**src/sv/bhsv_pkg.sv**
```systemverilog
// ----------------------------------------------------------------------------
// bhsv_pkg
// Types and constants shared by the BGR to HSV pixel converter.
// ----------------------------------------------------------------------------
package bhsv_pkg;

	localparam int unsigned CH_W      = 8;   // channel width
	localparam int unsigned NUM_W     = 16;  // dividend width of both quotients
	localparam int unsigned DIV_STEPS = 8;   // one quotient bit per step

	localparam logic [CH_W-1:0] HUE_WRAP = 8'd180;  // half-degrees in a full turn
	localparam logic [CH_W-1:0] SAT_FULL = 8'd255;

	typedef struct packed {
		logic [CH_W-1:0] blue_in;
		logic [CH_W-1:0] green_in;
		logic [CH_W-1:0] red_in;
	} pixel_t;

	typedef struct packed {
		logic [CH_W-1:0] hue_out;
		logic [CH_W-1:0] sat_out;
		logic [CH_W-1:0] val_out;
	} hsv_t;

	// Classified pixel, ready for the two divisions.
	typedef struct packed {
		logic [NUM_W-1:0] hue_num;
		logic [CH_W-1:0]  hue_den;
		logic [NUM_W-1:0] sat_num;
		logic [CH_W-1:0]  sat_den;
		logic [CH_W-1:0]  vmax;
	} job_t;

	typedef enum logic [1:0] {
		SEC_RED,
		SEC_GREEN,
		SEC_BLUE
	} sector_t;

endpackage

```
**src/sv/bhsv_front.sv**
```systemverilog
// ----------------------------------------------------------------------------
// bhsv_front
// Takes a pixel, finds max/min and hue sector, forms both dividends.
// ----------------------------------------------------------------------------
module bhsv_front (
	input  logic             clk,
	input  logic             arst_n,
	input  logic             accept,
	input  bhsv_pkg::pixel_t pixel,
	output logic             job_vld,
	output bhsv_pkg::job_t   job
);

	logic [7:0]          b, g, r;
	logic [7:0]          vmax, vmin, delta;
	bhsv_pkg::sector_t   sector;
	logic signed [8:0]   diff;
	logic signed [17:0]  ofs;
	logic signed [17:0]  num;
	logic signed [17:0]  d18;
	bhsv_pkg::job_t      job_d;

	logic                vld_s1;
	bhsv_pkg::job_t      job_s1;

	always_comb begin
		b = pixel.blue_in;
		g = pixel.green_in;
		r = pixel.red_in;
		vmax = (b > g) ? b : g;
		vmax = (vmax > r) ? vmax : r;
		vmin = (b < g) ? b : g;
		vmin = (vmin < r) ? vmin : r;
		delta = vmax - vmin;

		// ties go red, then green, then blue
		if (vmax == r)
			sector = bhsv_pkg::SEC_RED;
		else if (vmax == g)
			sector = bhsv_pkg::SEC_GREEN;
		else
			sector = bhsv_pkg::SEC_BLUE;

		unique case (sector)
			bhsv_pkg::SEC_RED: begin
				diff = $signed({1'b0, g}) - $signed({1'b0, b});
				ofs  = 18'sd0;
			end
			bhsv_pkg::SEC_GREEN: begin
				diff = $signed({1'b0, b}) - $signed({1'b0, r});
				ofs  = 18'sd60;
			end
			default: begin
				diff = $signed({1'b0, r}) - $signed({1'b0, g});
				ofs  = 18'sd120;
			end
		endcase

		d18 = $signed({10'b0, delta});
		num = ofs * d18 + $signed({{9{diff[8]}}, diff}) * 18'sd30;
		// only the red sector can go negative
		if (num < 0)
			num = num + 18'sd180 * d18;

		job_d.hue_num = num[15:0] + 16'(delta >> 1);
		job_d.hue_den = (delta == 8'd0) ? 8'd1 : delta;
		job_d.sat_num = 16'(delta) * 16'(bhsv_pkg::SAT_FULL) + 16'(vmax >> 1);
		job_d.sat_den = (vmax == 8'd0) ? 8'd1 : vmax;
		job_d.vmax    = vmax;
	end

	always_ff @(posedge clk or negedge arst_n) begin
		if (!arst_n)
			vld_s1 <= 1'b0;
		else
			vld_s1 <= accept;
	end

	always_ff @(posedge clk) begin
		if (accept)
			job_s1 <= job_d;
	end

	assign job_vld = vld_s1;
	assign job     = job_s1;

endmodule

```
**src/sv/bhsv_queue.sv**
```systemverilog
// ----------------------------------------------------------------------------
// bhsv_queue
// Two-entry queue between classification and division.
// ----------------------------------------------------------------------------
module bhsv_queue (
	input  logic           clk,
	input  logic           arst_n,
	input  logic           push,
	input  bhsv_pkg::job_t push_data,
	output logic           full,
	output logic           pop_vld,
	output bhsv_pkg::job_t pop_data
);

	bhsv_pkg::job_t ent_q [2];
	logic           wr_ptr_q;
	logic           rd_ptr_q;
	logic [1:0]     count_q;
	logic           pop;

	// back end never stalls, so the head leaves as soon as it is there
	assign pop      = (count_q != 2'd0);
	assign pop_vld  = pop;
	assign pop_data = ent_q[rd_ptr_q];
	assign full     = (count_q == 2'd2);

	always_ff @(posedge clk or negedge arst_n) begin
		if (!arst_n) begin
			wr_ptr_q <= 1'b0;
			rd_ptr_q <= 1'b0;
			count_q  <= 2'd0;
		end else begin
			if (push)
				wr_ptr_q <= ~wr_ptr_q;
			if (pop)
				rd_ptr_q <= ~rd_ptr_q;
			count_q <= count_q + 2'(push) - 2'(pop);
		end
	end

	always_ff @(posedge clk) begin
		if (push)
			ent_q[wr_ptr_q] <= push_data;
	end

	a_no_overflow: assert property (@(posedge clk) disable iff (!arst_n)
		!(push && full))
		else $error("queue overflow");

	a_count_range: assert property (@(posedge clk) disable iff (!arst_n)
		count_q != 2'd3)
		else $error("queue count out of range");

	a_push_shows: assert property (@(posedge clk) disable iff (!arst_n)
		(push && count_q == 2'd0) |=> pop_vld)
		else $error("pushed transaction not visible at head");

endmodule

```
**src/sv/bhsv_div.sv**
```systemverilog
// ----------------------------------------------------------------------------
// bhsv_div
// Pipelined restoring divider, 16-bit by 8-bit, one quotient bit per stage.
// Quotient must fit 8 bits (num < 256 * den).
// ----------------------------------------------------------------------------
module bhsv_div (
	input  logic        clk,
	input  logic [15:0] num,
	input  logic [7:0]  den,
	output logic [7:0]  quo
);

	localparam int unsigned LAST = bhsv_pkg::DIV_STEPS - 1;

	logic [7:0] rem_s [LAST];
	logic [7:0] low_s [LAST];
	logic [7:0] den_s [LAST];
	logic [7:0] quo_s [bhsv_pkg::DIV_STEPS];

	for (genvar k = 0; k < bhsv_pkg::DIV_STEPS; k++) begin : g_step
		logic [7:0] rem_i, low_i, den_i, quo_i;
		logic [8:0] trial;
		logic       ge;

		if (k == 0) begin : g_first
			assign rem_i = num[15:8];
			assign low_i = num[7:0];
			assign den_i = den;
			assign quo_i = 8'd0;
		end else begin : g_next
			assign rem_i = rem_s[k-1];
			assign low_i = low_s[k-1];
			assign den_i = den_s[k-1];
			assign quo_i = quo_s[k-1];
		end

		assign trial = {rem_i, low_i[7]};
		assign ge    = (trial >= {1'b0, den_i});

		always_ff @(posedge clk) begin
			quo_s[k] <= {quo_i[6:0], ge};
		end

		if (k < LAST) begin : g_carry
			always_ff @(posedge clk) begin
				rem_s[k] <= ge ? 8'(trial - {1'b0, den_i}) : trial[7:0];
				low_s[k] <= {low_i[6:0], 1'b0};
				den_s[k] <= den_i;
			end
		end
	end

	assign quo = quo_s[LAST];

endmodule

```
**src/sv/bhsv_back.sv**
```systemverilog
// ----------------------------------------------------------------------------
// bhsv_back
// Runs hue and saturation divisions side by side and registers the result.
// ----------------------------------------------------------------------------
module bhsv_back (
	input  logic           clk,
	input  logic           arst_n,
	input  logic           job_vld,
	input  bhsv_pkg::job_t job,
	output logic           done,
	output bhsv_pkg::hsv_t result
);

	localparam int unsigned LAST = bhsv_pkg::DIV_STEPS - 1;

	logic           vld_s [bhsv_pkg::DIV_STEPS];
	logic [7:0]     val_s [bhsv_pkg::DIV_STEPS];
	logic [7:0]     hue_quo, sat_quo;
	logic           done_q;
	bhsv_pkg::hsv_t res_q;

	bhsv_div u_hue_div (
		.clk (clk),
		.num (job.hue_num),
		.den (job.hue_den),
		.quo (hue_quo)
	);

	bhsv_div u_sat_div (
		.clk (clk),
		.num (job.sat_num),
		.den (job.sat_den),
		.quo (sat_quo)
	);

	always_ff @(posedge clk or negedge arst_n) begin
		if (!arst_n) begin
			for (int i = 0; i < bhsv_pkg::DIV_STEPS; i++)
				vld_s[i] <= 1'b0;
			done_q <= 1'b0;
		end else begin
			vld_s[0] <= job_vld;
			for (int i = 1; i < bhsv_pkg::DIV_STEPS; i++)
				vld_s[i] <= vld_s[i-1];
			done_q <= vld_s[LAST];
		end
	end

	always_ff @(posedge clk) begin
		val_s[0] <= job.vmax;
		for (int i = 1; i < bhsv_pkg::DIV_STEPS; i++)
			val_s[i] <= val_s[i-1];
		if (vld_s[LAST]) begin
			// rounding can land on a full turn
			res_q.hue_out <= (hue_quo == bhsv_pkg::HUE_WRAP) ? 8'd0 : hue_quo;
			res_q.sat_out <= sat_quo;
			res_q.val_out <= val_s[LAST];
		end
	end

	assign done   = done_q;
	assign result = res_q;

endmodule

```
**src/sv/bgr_to_hsv_pixel.sv**
```systemverilog
// ----------------------------------------------------------------------------
// bgr_to_hsv_pixel
// Converts one 8-bit B,G,R pixel to 8-bit H (half-degrees), S and V.
// ----------------------------------------------------------------------------
// Usage:
//   Drive pixel and raise start; the transaction is taken at a rising edge
//   where start is high and busy is low. One pixel may be taken every cycle.
//   Each result shows on result for exactly one cycle with done high, and is
//   taken at the edge that ends that cycle; there is no way to hold it off.
// Pipeline: the classify register loads on the accepting edge itself;
//   after it come 1 queue stage, 8 divider stages and 1 output register.
// Throughput: one pixel per clock while busy is low. The hue and saturation
//   quotients come from two pipelined restoring dividers that retire one
//   quotient bit per stage, so they accept a new pair every cycle.
// busy: high only when the queue between the classifier and the dividers is
//   full; the dividers drain it every cycle, so in practice it stays low.
// Reset: arst_n clears all valid state at once; no result is pending after
//   reset and the block is ready in the first cycle.
// ----------------------------------------------------------------------------
module bgr_to_hsv_pixel (
	input  logic             clk,
	input  logic             arst_n,
	input  logic             start,
	input  bhsv_pkg::pixel_t pixel,
	output logic             busy,
	output logic             done,
	output bhsv_pkg::hsv_t   result
);

	logic           accept;
	logic           front_vld;
	bhsv_pkg::job_t front_job;
	logic           q_full;
	logic           q_vld;
	bhsv_pkg::job_t q_job;

	assign busy   = q_full;
	assign accept = start && !q_full;

	bhsv_front u_front (
		.clk     (clk),
		.arst_n  (arst_n),
		.accept  (accept),
		.pixel   (pixel),
		.job_vld (front_vld),
		.job     (front_job)
	);

	bhsv_queue u_queue (
		.clk       (clk),
		.arst_n    (arst_n),
		.push      (front_vld),
		.push_data (front_job),
		.full      (q_full),
		.pop_vld   (q_vld),
		.pop_data  (q_job)
	);

	bhsv_back u_back (
		.clk     (clk),
		.arst_n  (arst_n),
		.job_vld (q_vld),
		.job     (q_job),
		.done    (done),
		.result  (result)
	);

	a_latency: assert property (@(posedge clk) disable iff (!arst_n)
		accept |-> ##11 done)
		else $error("transaction result missing at expected cycle");

	a_hue_range: assert property (@(posedge clk) disable iff (!arst_n)
		done |-> (result.hue_out < bhsv_pkg::HUE_WRAP))
		else $error("hue out of range");

	a_black_sat: assert property (@(posedge clk) disable iff (!arst_n)
		(done && result.val_out == 8'd0) |-> (result.sat_out == 8'd0 &&
			result.hue_out == 8'd0))
		else $error("black pixel with nonzero hue or saturation");

endmodule
```
**config.mk**
```make
export PLATFORM = sky130hd
export DESIGN_NAME = bgr_to_hsv_pixel
export DESIGN_NICKNAME = d
export VERILOG_FILES = /design/src/sv/bhsv_pkg.sv /design/src/sv/bhsv_front.sv /design/src/sv/bhsv_queue.sv /design/src/sv/bhsv_div.sv /design/src/sv/bhsv_back.sv /design/src/sv/bgr_to_hsv_pixel.sv
export SDC_FILE = /design/constraint.sdc
export NUM_CORES = 1
export LEC_CHECK = 0
export BUFFER_PORTS_ARGS = -buffer_cell sky130_fd_sc_hd__buf_2
export CAP_MARGIN = 20
export CORE_UTILIZATION = 50
export CTS_CLUSTER_DIAMETER = 120
export CTS_CLUSTER_SIZE = 25
export DETAILED_ROUTE_END_ITERATION = 10
export HOLD_SLACK_MARGIN = 0.02
export PLACE_DENSITY = 0.63
export SYNTH_ARGS = -nofsm -noshare
export SYNTH_HDL_FRONTEND = slang
export SYNTH_HIERARCHICAL = 1
export SYNTH_SLANG_ARGS = --single-unit
```
**constraint.sdc**
```tcl
create_clock -name clk -period 8.8 [get_ports clk]
set_clock_uncertainty 0.2 [all_clocks]
set_input_delay 1.76 -clock clk [delete_from_list [all_inputs] [get_ports clk]]
set_output_delay 1.76 -clock clk [all_outputs]
set_load 0.02 [all_outputs]
```
# Word level (Yosys, flattened, before mapping)
# Memory sizes are Yosys's and may differ from the RTL's. A register that Yosys moved wholly into a read port is not among the register bits.
# Cells that the tools add are included.
# word_totals
mem_count,10
inputBits,27
register_bits,78
ram_bits,626
elab_cells,116
output_inout_bits,26
# classes
n_reduce_logical,6
addsub,24
eq_ne,5
n_mul,4
n_lt_le_gt_ge,21
mux,25
n_bitwise,2
# mem_list
memory,words,word_bits,rd,rd_ports_with_merged_regs,write_ports,line_no,text
u_queue.ent_q,2,56,1,0,1,bhsv_queue.sv:15,bhsv_pkg::job_t ent_q [2];
u_back.u_hue_div.quo_s,8,8,8,0,8,bhsv_div.sv:18,logic [7:0] quo_s [bhsv_pkg::DIV_STEPS];
u_back.u_sat_div.quo_s,8,8,8,1,8,bhsv_div.sv:18,
u_back.val_s,8,8,8,1,8,bhsv_back.sv:17,logic [7:0] val_s [bhsv_pkg::DIV_STEPS];
u_back.u_hue_div.den_s,7,8,7,0,7,bhsv_div.sv:17,logic [7:0] den_s [LAST];
u_back.u_hue_div.rem_s,7,8,7,0,7,bhsv_div.sv:15,logic [7:0] rem_s [LAST];
+4 memories,n/a,n/a,n/a,n/a,n/a,n/a,
# ops
operator,n
$ge 9x8->1,16
$mux 8,18
$sub 8x8->8,15
$add 16x7->16,2
$sub 8x8->9,3
$lt 18x1->1 const B,1
$pmux 9 s2,1
$add 16x15->17,1
$add 16x16->16,1
$eq 8x8->1,2
$gt 8x8->1,2
$logic_not 8->1,2
$lt 8x8->1,2
$mul 8x8->16 const B,1
$mux 16,1
$mul 7x8->15,1
$mul 6x8->14 const A,1
$mul 9x5->14 const B,1
$pmux 7 s2,1
$eq 8x8->1 const B,1
$mux 2,2
$add 2x1->2,1
$eq 2x1->1 const B,1
$eq 2x2->1 const B,1
other kinds (7),9

# Depth between registers and ports, before layout
# Gate-level depths: netlist of the first run.
# depth
depth_word,14
depth_mapped,63
mapped_depth_nobuf,59

# By module
# Netlist of the first run, hierarchy kept.
# by_module_without_submodules
mod,instances,seq_area_each_um2,cells_per_inst,area_per_inst_um2
bhsv_front,1,1706.6,1209,10940.5
bhsv_div (u_back.u_hue_div),1,3523.4,661,7200.7
bhsv_div (u_back.u_sat_div),1,3523.4,644,6752.7
bhsv_queue,1,3463.3,188,4335.4
bhsv_back,1,2227.1,110,2313.5
bgr_to_hsv_pixel,1,0.0,1,13.8

# Worst setup path before layout of the first run
# No wires, ideal clock.
# synth_timing
path_type,in2reg
from,input port pixel[18] in the netlist's numbering
to,register u_front.job_s1 (netlist bit u_front/job[53]) (data pin)
path_buffers,4
cell_stages,59
required_time_ps,8460
t_arrival_ps,13421
path_slack_ps,-4962
setup_time_ps,140
path_cell_list,inv_1 ha_1 a21oi_1 a211oi_1 nor2_1 clkbuf_1 nor2_1 clkbuf_1 o21ai_0 ha_1 inv_1 a31oi_1 o21a_1 o21a_1 o21a_1 o21ai_0 a211o_1 buf_2 (+23 left out) a21o_1 a21oi_1 nor3_1 xor2_1 xnor2_4 buf_2 mux2_2 inv_1 fa_1 inv_1 a21oi_1 o21ai_0 a21oi_1 o21bai_1 nand3_1 mux2i_1 mux2_4 a21oi_2
# synth_lines
item,line_no,text
from (decl),bgr_to_hsv_pixel.sv:24,"input bhsv_pkg::pixel_t pixel,"
to (signal assigned),bhsv_front.sv:81,job_s1 <= job_d;
to (decl),bhsv_front.sv:24,bhsv_pkg::job_t job_s1;

==> results of run 1 <==
## placed cells by master, fill, tap and decap left out, types with 25 or more instances in the layout
| cell | synthesis | layout |
|---|---|---|
| a21o_1 | 65 | 65 |
| a21oi_1 | 157 | 133 |
| buf_2 | 11 | 45 |
| buf_4 | 6 | 387 |
| clkbuf_16 | 0 | 29 |
| dfxtp_1 | 416 | 416 |
| edfxtp_1 | 192 | 192 |
| fa_1 | 108 | 105 |
| ha_1 | 327 | 302 |
| inv_1 | 416 | 387 |
| inv_2 | 0 | 25 |
| mux2_2 | 93 | 90 |
| mux2_4 | 31 | 34 |
| mux2i_1 | 36 | 34 |
| nand2_1 | 96 | 86 |
| nand2b_1 | 34 | 33 |
| nand3_1 | 34 | 31 |
| nor2_1 | 134 | 130 |
| nor2b_1 | 33 | 30 |
| nor3_1 | 47 | 45 |
| o21ai_0 | 99 | 77 |
| xnor2_1 | 120 | 114 |
| xor2_1 | 54 | 50 |
## through the flow
step | TNS [ns] | instance area [um^2] | utilization
after detailed placement | -71.80 | 35700 | 0.576
after global placement | -65.48 | 35700 | 0.576
after floorplan | -56.43 | 32000 | -
final | -46.20 | 37400 | 0.603
after global routing | -57.30 | 37400 | 0.603
after CTS | -44.63 | 37100 | 0.597
## critical path, delay by kind of cell
family,cells,cell delay [ns]
and+or+nand+nor,12,1.61
muxes,2,0.38
buffers and inverters,10,0.69
AOI/OAI and AO/OA,19,3.18
xor gates and xnor gates,4,0.78
adders and majority gates,11,3.66
## metal layers
| metal | global-route usage | wire, um | vias to the layer above |
|---|---|---|---|
| met5 | 0 | 0 | - |
| met4 | 0.0547 | 1460 | 0 |
| met3 | 0.0146 | 1300 | 91 |
| met2 | 0.373 | 32100 | 244 |
| met1 | 0.235 | 26800 | 9953 |
| li1 | - | - | 10478 |
## area by class of cell
type	instances	area [um^2]
sequential	622	14400
clock buffer	48	797
multi-input combinational	1727	16100
timing repair buffer	456	3460
clock inverter	1	5.00
inverter	416	1590
tap	837	1050
fill	5082	24600
## what timing repair did
item                       4_1_cts  5_1_grt
gates cloned                     1        0
hold endpoints to repair         0        0
pin swaps                       60       51
setup buffers                   18       23
setup endpoints to repair       26       26
gates resized for setup         89       43
## final timing paths
check / from / endpoint / slack [ns] / cells after the start
max in group asynchronous: arst_n / u_queue/rd_ptr_q / 7.27 / 1
max: pixel[18] / u_front/job[53] / -3.11 / 58
min: u_back/val_s[2][2] / u_back/val_s[3][2] / 0.12 / 0
min reg2reg: u_back/val_s[2][2] / u_back/val_s[3][2] / 0.12 / 0
max reg2reg: u_queue/rd_ptr_q / u_back/u_hue_div/rem_s[0][7] / 4.98 / 7
min in group asynchronous: arst_n / u_back/done / 0.86 / 1
## state kept, by name, summed over array words and instances, names as in the netlist
name and cells:
u_back/u_hue_div/quo_s 36, u_back/u_hue_div/rem_s 56, u_back/u_hue_div/den_s 56, u_back/done 1, u_back/val_s 64, u_queue/wr_ptr_q 1
u_back/u_sat_div/quo_s 36, u_back/result 24, u_back/u_sat_div/den_s 56, u_front/job 56, u_back/u_hue_div/low_s 28, u_front/job_vld 1
u_back/u_sat_div/rem_s 56, u_queue/count_q 2, u_back/vld_s 8, u_queue/ent_q 112, u_queue/rd_ptr_q 1, u_back/u_sat_div/low_s 28
## logic make-up after synthesis
group,after synthesis,share of synthesized area
flip-flops,622,0.458
AO/OA/AOI/OAI,514,0.109
buffers and inverters,465,0.0584
AND/OR/NAND/NOR,441,0.0676
adder cells (fa/ha/maj),435,0.198
XOR/XNOR,175,0.0492
multiplexers,161,0.0597
==> impl_metrics.json, run 1 <==
{
  "ant_nets": 0,
  "vias_per_cell": 5.06,
  "finalHoldViolCount": 0,
  "slew_headroom": 0.348,
  "io_pins": 53,
  "cp_data_required_time_ns": 8.94,
  "synth_async_sr_flop_share": 0.0225,
  "die_area_um2": 64100,
  "crit_slowest_cell": "fa_1",
  "drt_first_pass_iters": 5,
  "antenna_cells": 0,
  "syn_area_per_cell_um2": 11.2,
  "fmax_mhz": 84.0,
  "dpl_worst_slack_ns": -4.29,
  "drc": 0,
  "path_clk_slew_ns": 0.10,
  "synth_edf_count": 192,
  "cp_common_cell": "a21oi_2",
  "hold_class": "flop to flop",
  "cts_made_buffers": 28,
  "nNetsFinal": 3713,
  "postSynthCellCount": 2813,
  "rows": 91,
  "synthesis.area_um2": 31600,
  "drive_above_1_share": 0.239,
  "cts.sinks": 622,
  "post-dp-hpwl_um": 48700,
  "area_growth_pct": 18.5,
  "globalplace.congestion": 0.908,
  "period_share": 1.35,
  "clockRootBuffer": "clkbuf_16",
  "h-tree-depth": 1,
  "cts_hold_buf": 0,
  "grtUsageTotal": 0.196,
  "crit_fanout": 5,
  "grt_first_pass_wirelength_um": 103000,
  "fin_crit_ns": 11.91,
  "synthFlopType": "dfxtp_1",
  "start_util": 0.509,
  "worstSkewPairLatency_ns": 0.58,
  "setup_viol": 25,
  "cts_tree": "done",
  "ys_ff_latch": 622,
  "holdWs_ns": 0.124,
  "vias": 20766,
  "violations": "negative setup slack",
  "grt_pass1_vias": 21449,
  "die_x_um": 253,
  "worstSetupPathType": "input port to flop",
  "wl_per_cell_um": 15.0,
  "first_iter_violations": 864,
  "stdcell_count": 4107,
  "worst_slack_ns": -3.11,
  "timing.max_cap.violations": 0,
  "wl_um": 61700,
  "max_stage_delay_ns": 0.56,
  "grt-ovfl-total": 0,
  "startpoint_type": "input port",
  "cp-end-kind": "flop",
  "place_inst": 4017,
  "yosysWarnings": 6,
  "synth_area_leader_cell": "dfxtp_1",
  "status": "finished, violations left",
  "yosysTopAreaCellShare": 0.264,
  "rsz0062_at_grt": "yes",
  "synth_cell_types": 84,
  "antenna_found_initial": 0,
  "synth_area_leaders": "dfxtp_1 (26%), edfxtp_1 (18%), ha_1 (13%)",
  "core_um2": 62100,
  "yosysSeqAreaShare": 0.458,
  "cts_buffer_depth": 3,
  "io_buffer_count": 52,
  "slew_violations": 0,
  "synth_nets": 3275,
  "cp.arrival_ns": 12.05,
  "grt_max_degree": 58,
  "worstMarginPinSlew_ns": 0.978,
  "die_h_um": 253,
  "yosys-top-cells-count": "dfxtp_1 (416), inv_1 (416), ha_1 (327)"
}
Power of run 1 is not shown: default switching activity piles up to over one toggle a cycle in this logic, so the estimate is an artifact.
==> inputs of run 2 (changes only) <==
Settings changed: CTS_BUF_LIST set to sky130_fd_sc_hd__clkbuf_4.
==> run 2 against run 1 <==
Effect of this change: the run still ends with negative setup slack left; wire length down 0.47%; register-to-register slack better by 0.02 ns; sequential share of layout area up 0.41 points; utilization down 0.63 points; die area unchanged; maximum frequency up 2.0%.
==> impl_metrics.json, run 2 (synthesized netlist as in run 1, its figures left out) <==
{
  "antenna_found_initial": 2,
  "drt_first_pass_iters": 5,
  "ant_nets": 0,
  "largest_reg_flops": 112,
  "first_iter_violations": 927,
  "wl_per_cell_um": 14.9,
  "setup_viol": 22,
  "worst_slack_ns": -2.87,
  "startpoint_type": "input port",
  "start_util": 0.509,
  "die_area_um2": 64100,
  "cts_made_buffers": 28,
  "timing.max_cap.violations": 0,
  "die_h_um": 253,
  "wl_um": 61400,
  "worstSkewPairLatency_ns": 0.82,
  "final_common_cell": "dfxtp_1",
  "fmax_mhz": 85.7,
  "globalplace.congestion": 0.908,
  "clockRootBuffer": "clkbuf_4",
  "vias": 20747,
  "cts_buffer_depth": 3,
  "rsz0062_at_grt": "yes",
  "path_clk_slew_ns": 0.24,
  "status": "finished, violations left",
  "area_growth_pct": 17.3,
  "vias_per_cell": 5.05,
  "drive_above_1_share": 0.246,
  "crit_fanout": 5,
  "cts.sinks": 622,
  "crit_slowest_cell": "fa_1",
  "cts_hold_buf": 0,
  "slew_headroom": 0.348,
  "grt_max_degree": 58,
  "slew_violations": 0,
  "path_buf_inv": 10,
  "reg_top3": "u_queue/ent_q (112), u_back/val_s (64)",
  "die_x_um": 253,
  "cp_common_cell": "a21oi_2",
  "post-dp-hpwl_um": 48700,
  "finalHoldViolCount": 0,
  "grtUsageTotal": 0.195,
  "fin_crit_ns": 11.67,
  "worstSetupPathType": "input port to flop",
  "cp_top_family": "adder cells",
  "drc": 0,
  "violations": "negative setup slack",
  "cts_tree": "done",
  "worstMarginPinSlew_ns": 0.978,
  "h-tree-depth": 1,
  "core_um2": 62100,
  "holdWs_ns": 0.124,
  "final_cell_mix": "dfxtp_1 (416), inv_1 (387), buf_4 (383), ha_1 (302), edfxtp_1 (192)",
  "io_buffer_count": 52,
  "top_register": "u_queue/ent_q",
  "period_share": 1.33,
  "cp_data_required_time_ns": 9.20,
  "cp-end-kind": "flop",
  "hold_class": "flop to flop",
  "grt-ovfl-total": 0,
  "max_stage_delay_ns": 0.56,
  "grt_first_pass_wirelength_um": 102000,
  "nNetsFinal": 3712,
  "cp.arrival_ns": 12.07,
  "rows": 91,
  "grt_pass1_vias": 21399,
  "io_pins": 53
}
## run 2: stage by stage
stage                      util  instance area, um^2  setup slack [ns]  instances  setup TNS, ns
after detailed placement  0.576                35700             -4.29       4017         -71.80
after global placement    0.576                35700             -3.94       4017         -65.48
final                     0.597                37000             -2.87       4108         -40.34
after global routing      0.597                37000             -3.29       4107         -48.77
after floorplan               -                32000             -3.88       2813         -56.43
after CTS                 0.590                36600             -2.73       4085         -37.19
## run 2: area by class of cell
type / instances / area, um^2
fillers: 5133 / 25000
repair buffers: 455 / 3460
inverters: 416 / 1590
well taps: 837 / 1050
clock buffers: 48 / 360
flip-flops and latches: 622 / 14400
clock inverters: 1 / 5.00
diodes: 2 / 5.00
multi-input cells: 1727 / 16100
## run 2: path summary, 6_finish.rpt
kind                                     from                      endpoint  slack (ns)  cells past startpoint
max                                 pixel[18]               u_front/job[53]       -2.87                     58
min                        u_back/val_s[2][2]            u_back/val_s[3][2]        0.12                      0
max reg2reg                  u_queue/rd_ptr_q  u_back/u_hue_div/rem_s[0][7]        5.00                      7
min reg2reg                u_back/val_s[2][2]            u_back/val_s[3][2]        0.12                      0
max in group asynchronous              arst_n              u_queue/rd_ptr_q        7.53                      1
min in group asynchronous              arst_n                   u_back/done        0.59                      1
## run 2: worst register-to-register path, stage by stage, from the launching register on
cell	delay, ns
dfrtp_2	0.39
buf_4	0.71
mux2_2	0.48
ha_1	0.36
a21o_1	0.25
a2111oi_0	0.47
o21a_1	0.49
mux2_2	0.40
## run 2: timing repair
action,CTS,global route
buffers inserted,18,24
gates cloned,1,0
gates resized for setup,88,53
pin swaps,59,57
endpoints found under the setup margin,25,25
hold endpoints to repair,0,0
## run 2: metal layers
layer,GRT usage,wire length (um),vias to the layer above
li1,-,-,10477
met1,0.235,26900,9956
met2,0.372,31800,225
met3,0.0142,1190,87
met4,0.0513,1430,2
met5,0,13,-
Power of run 2 is left out for the same reason.
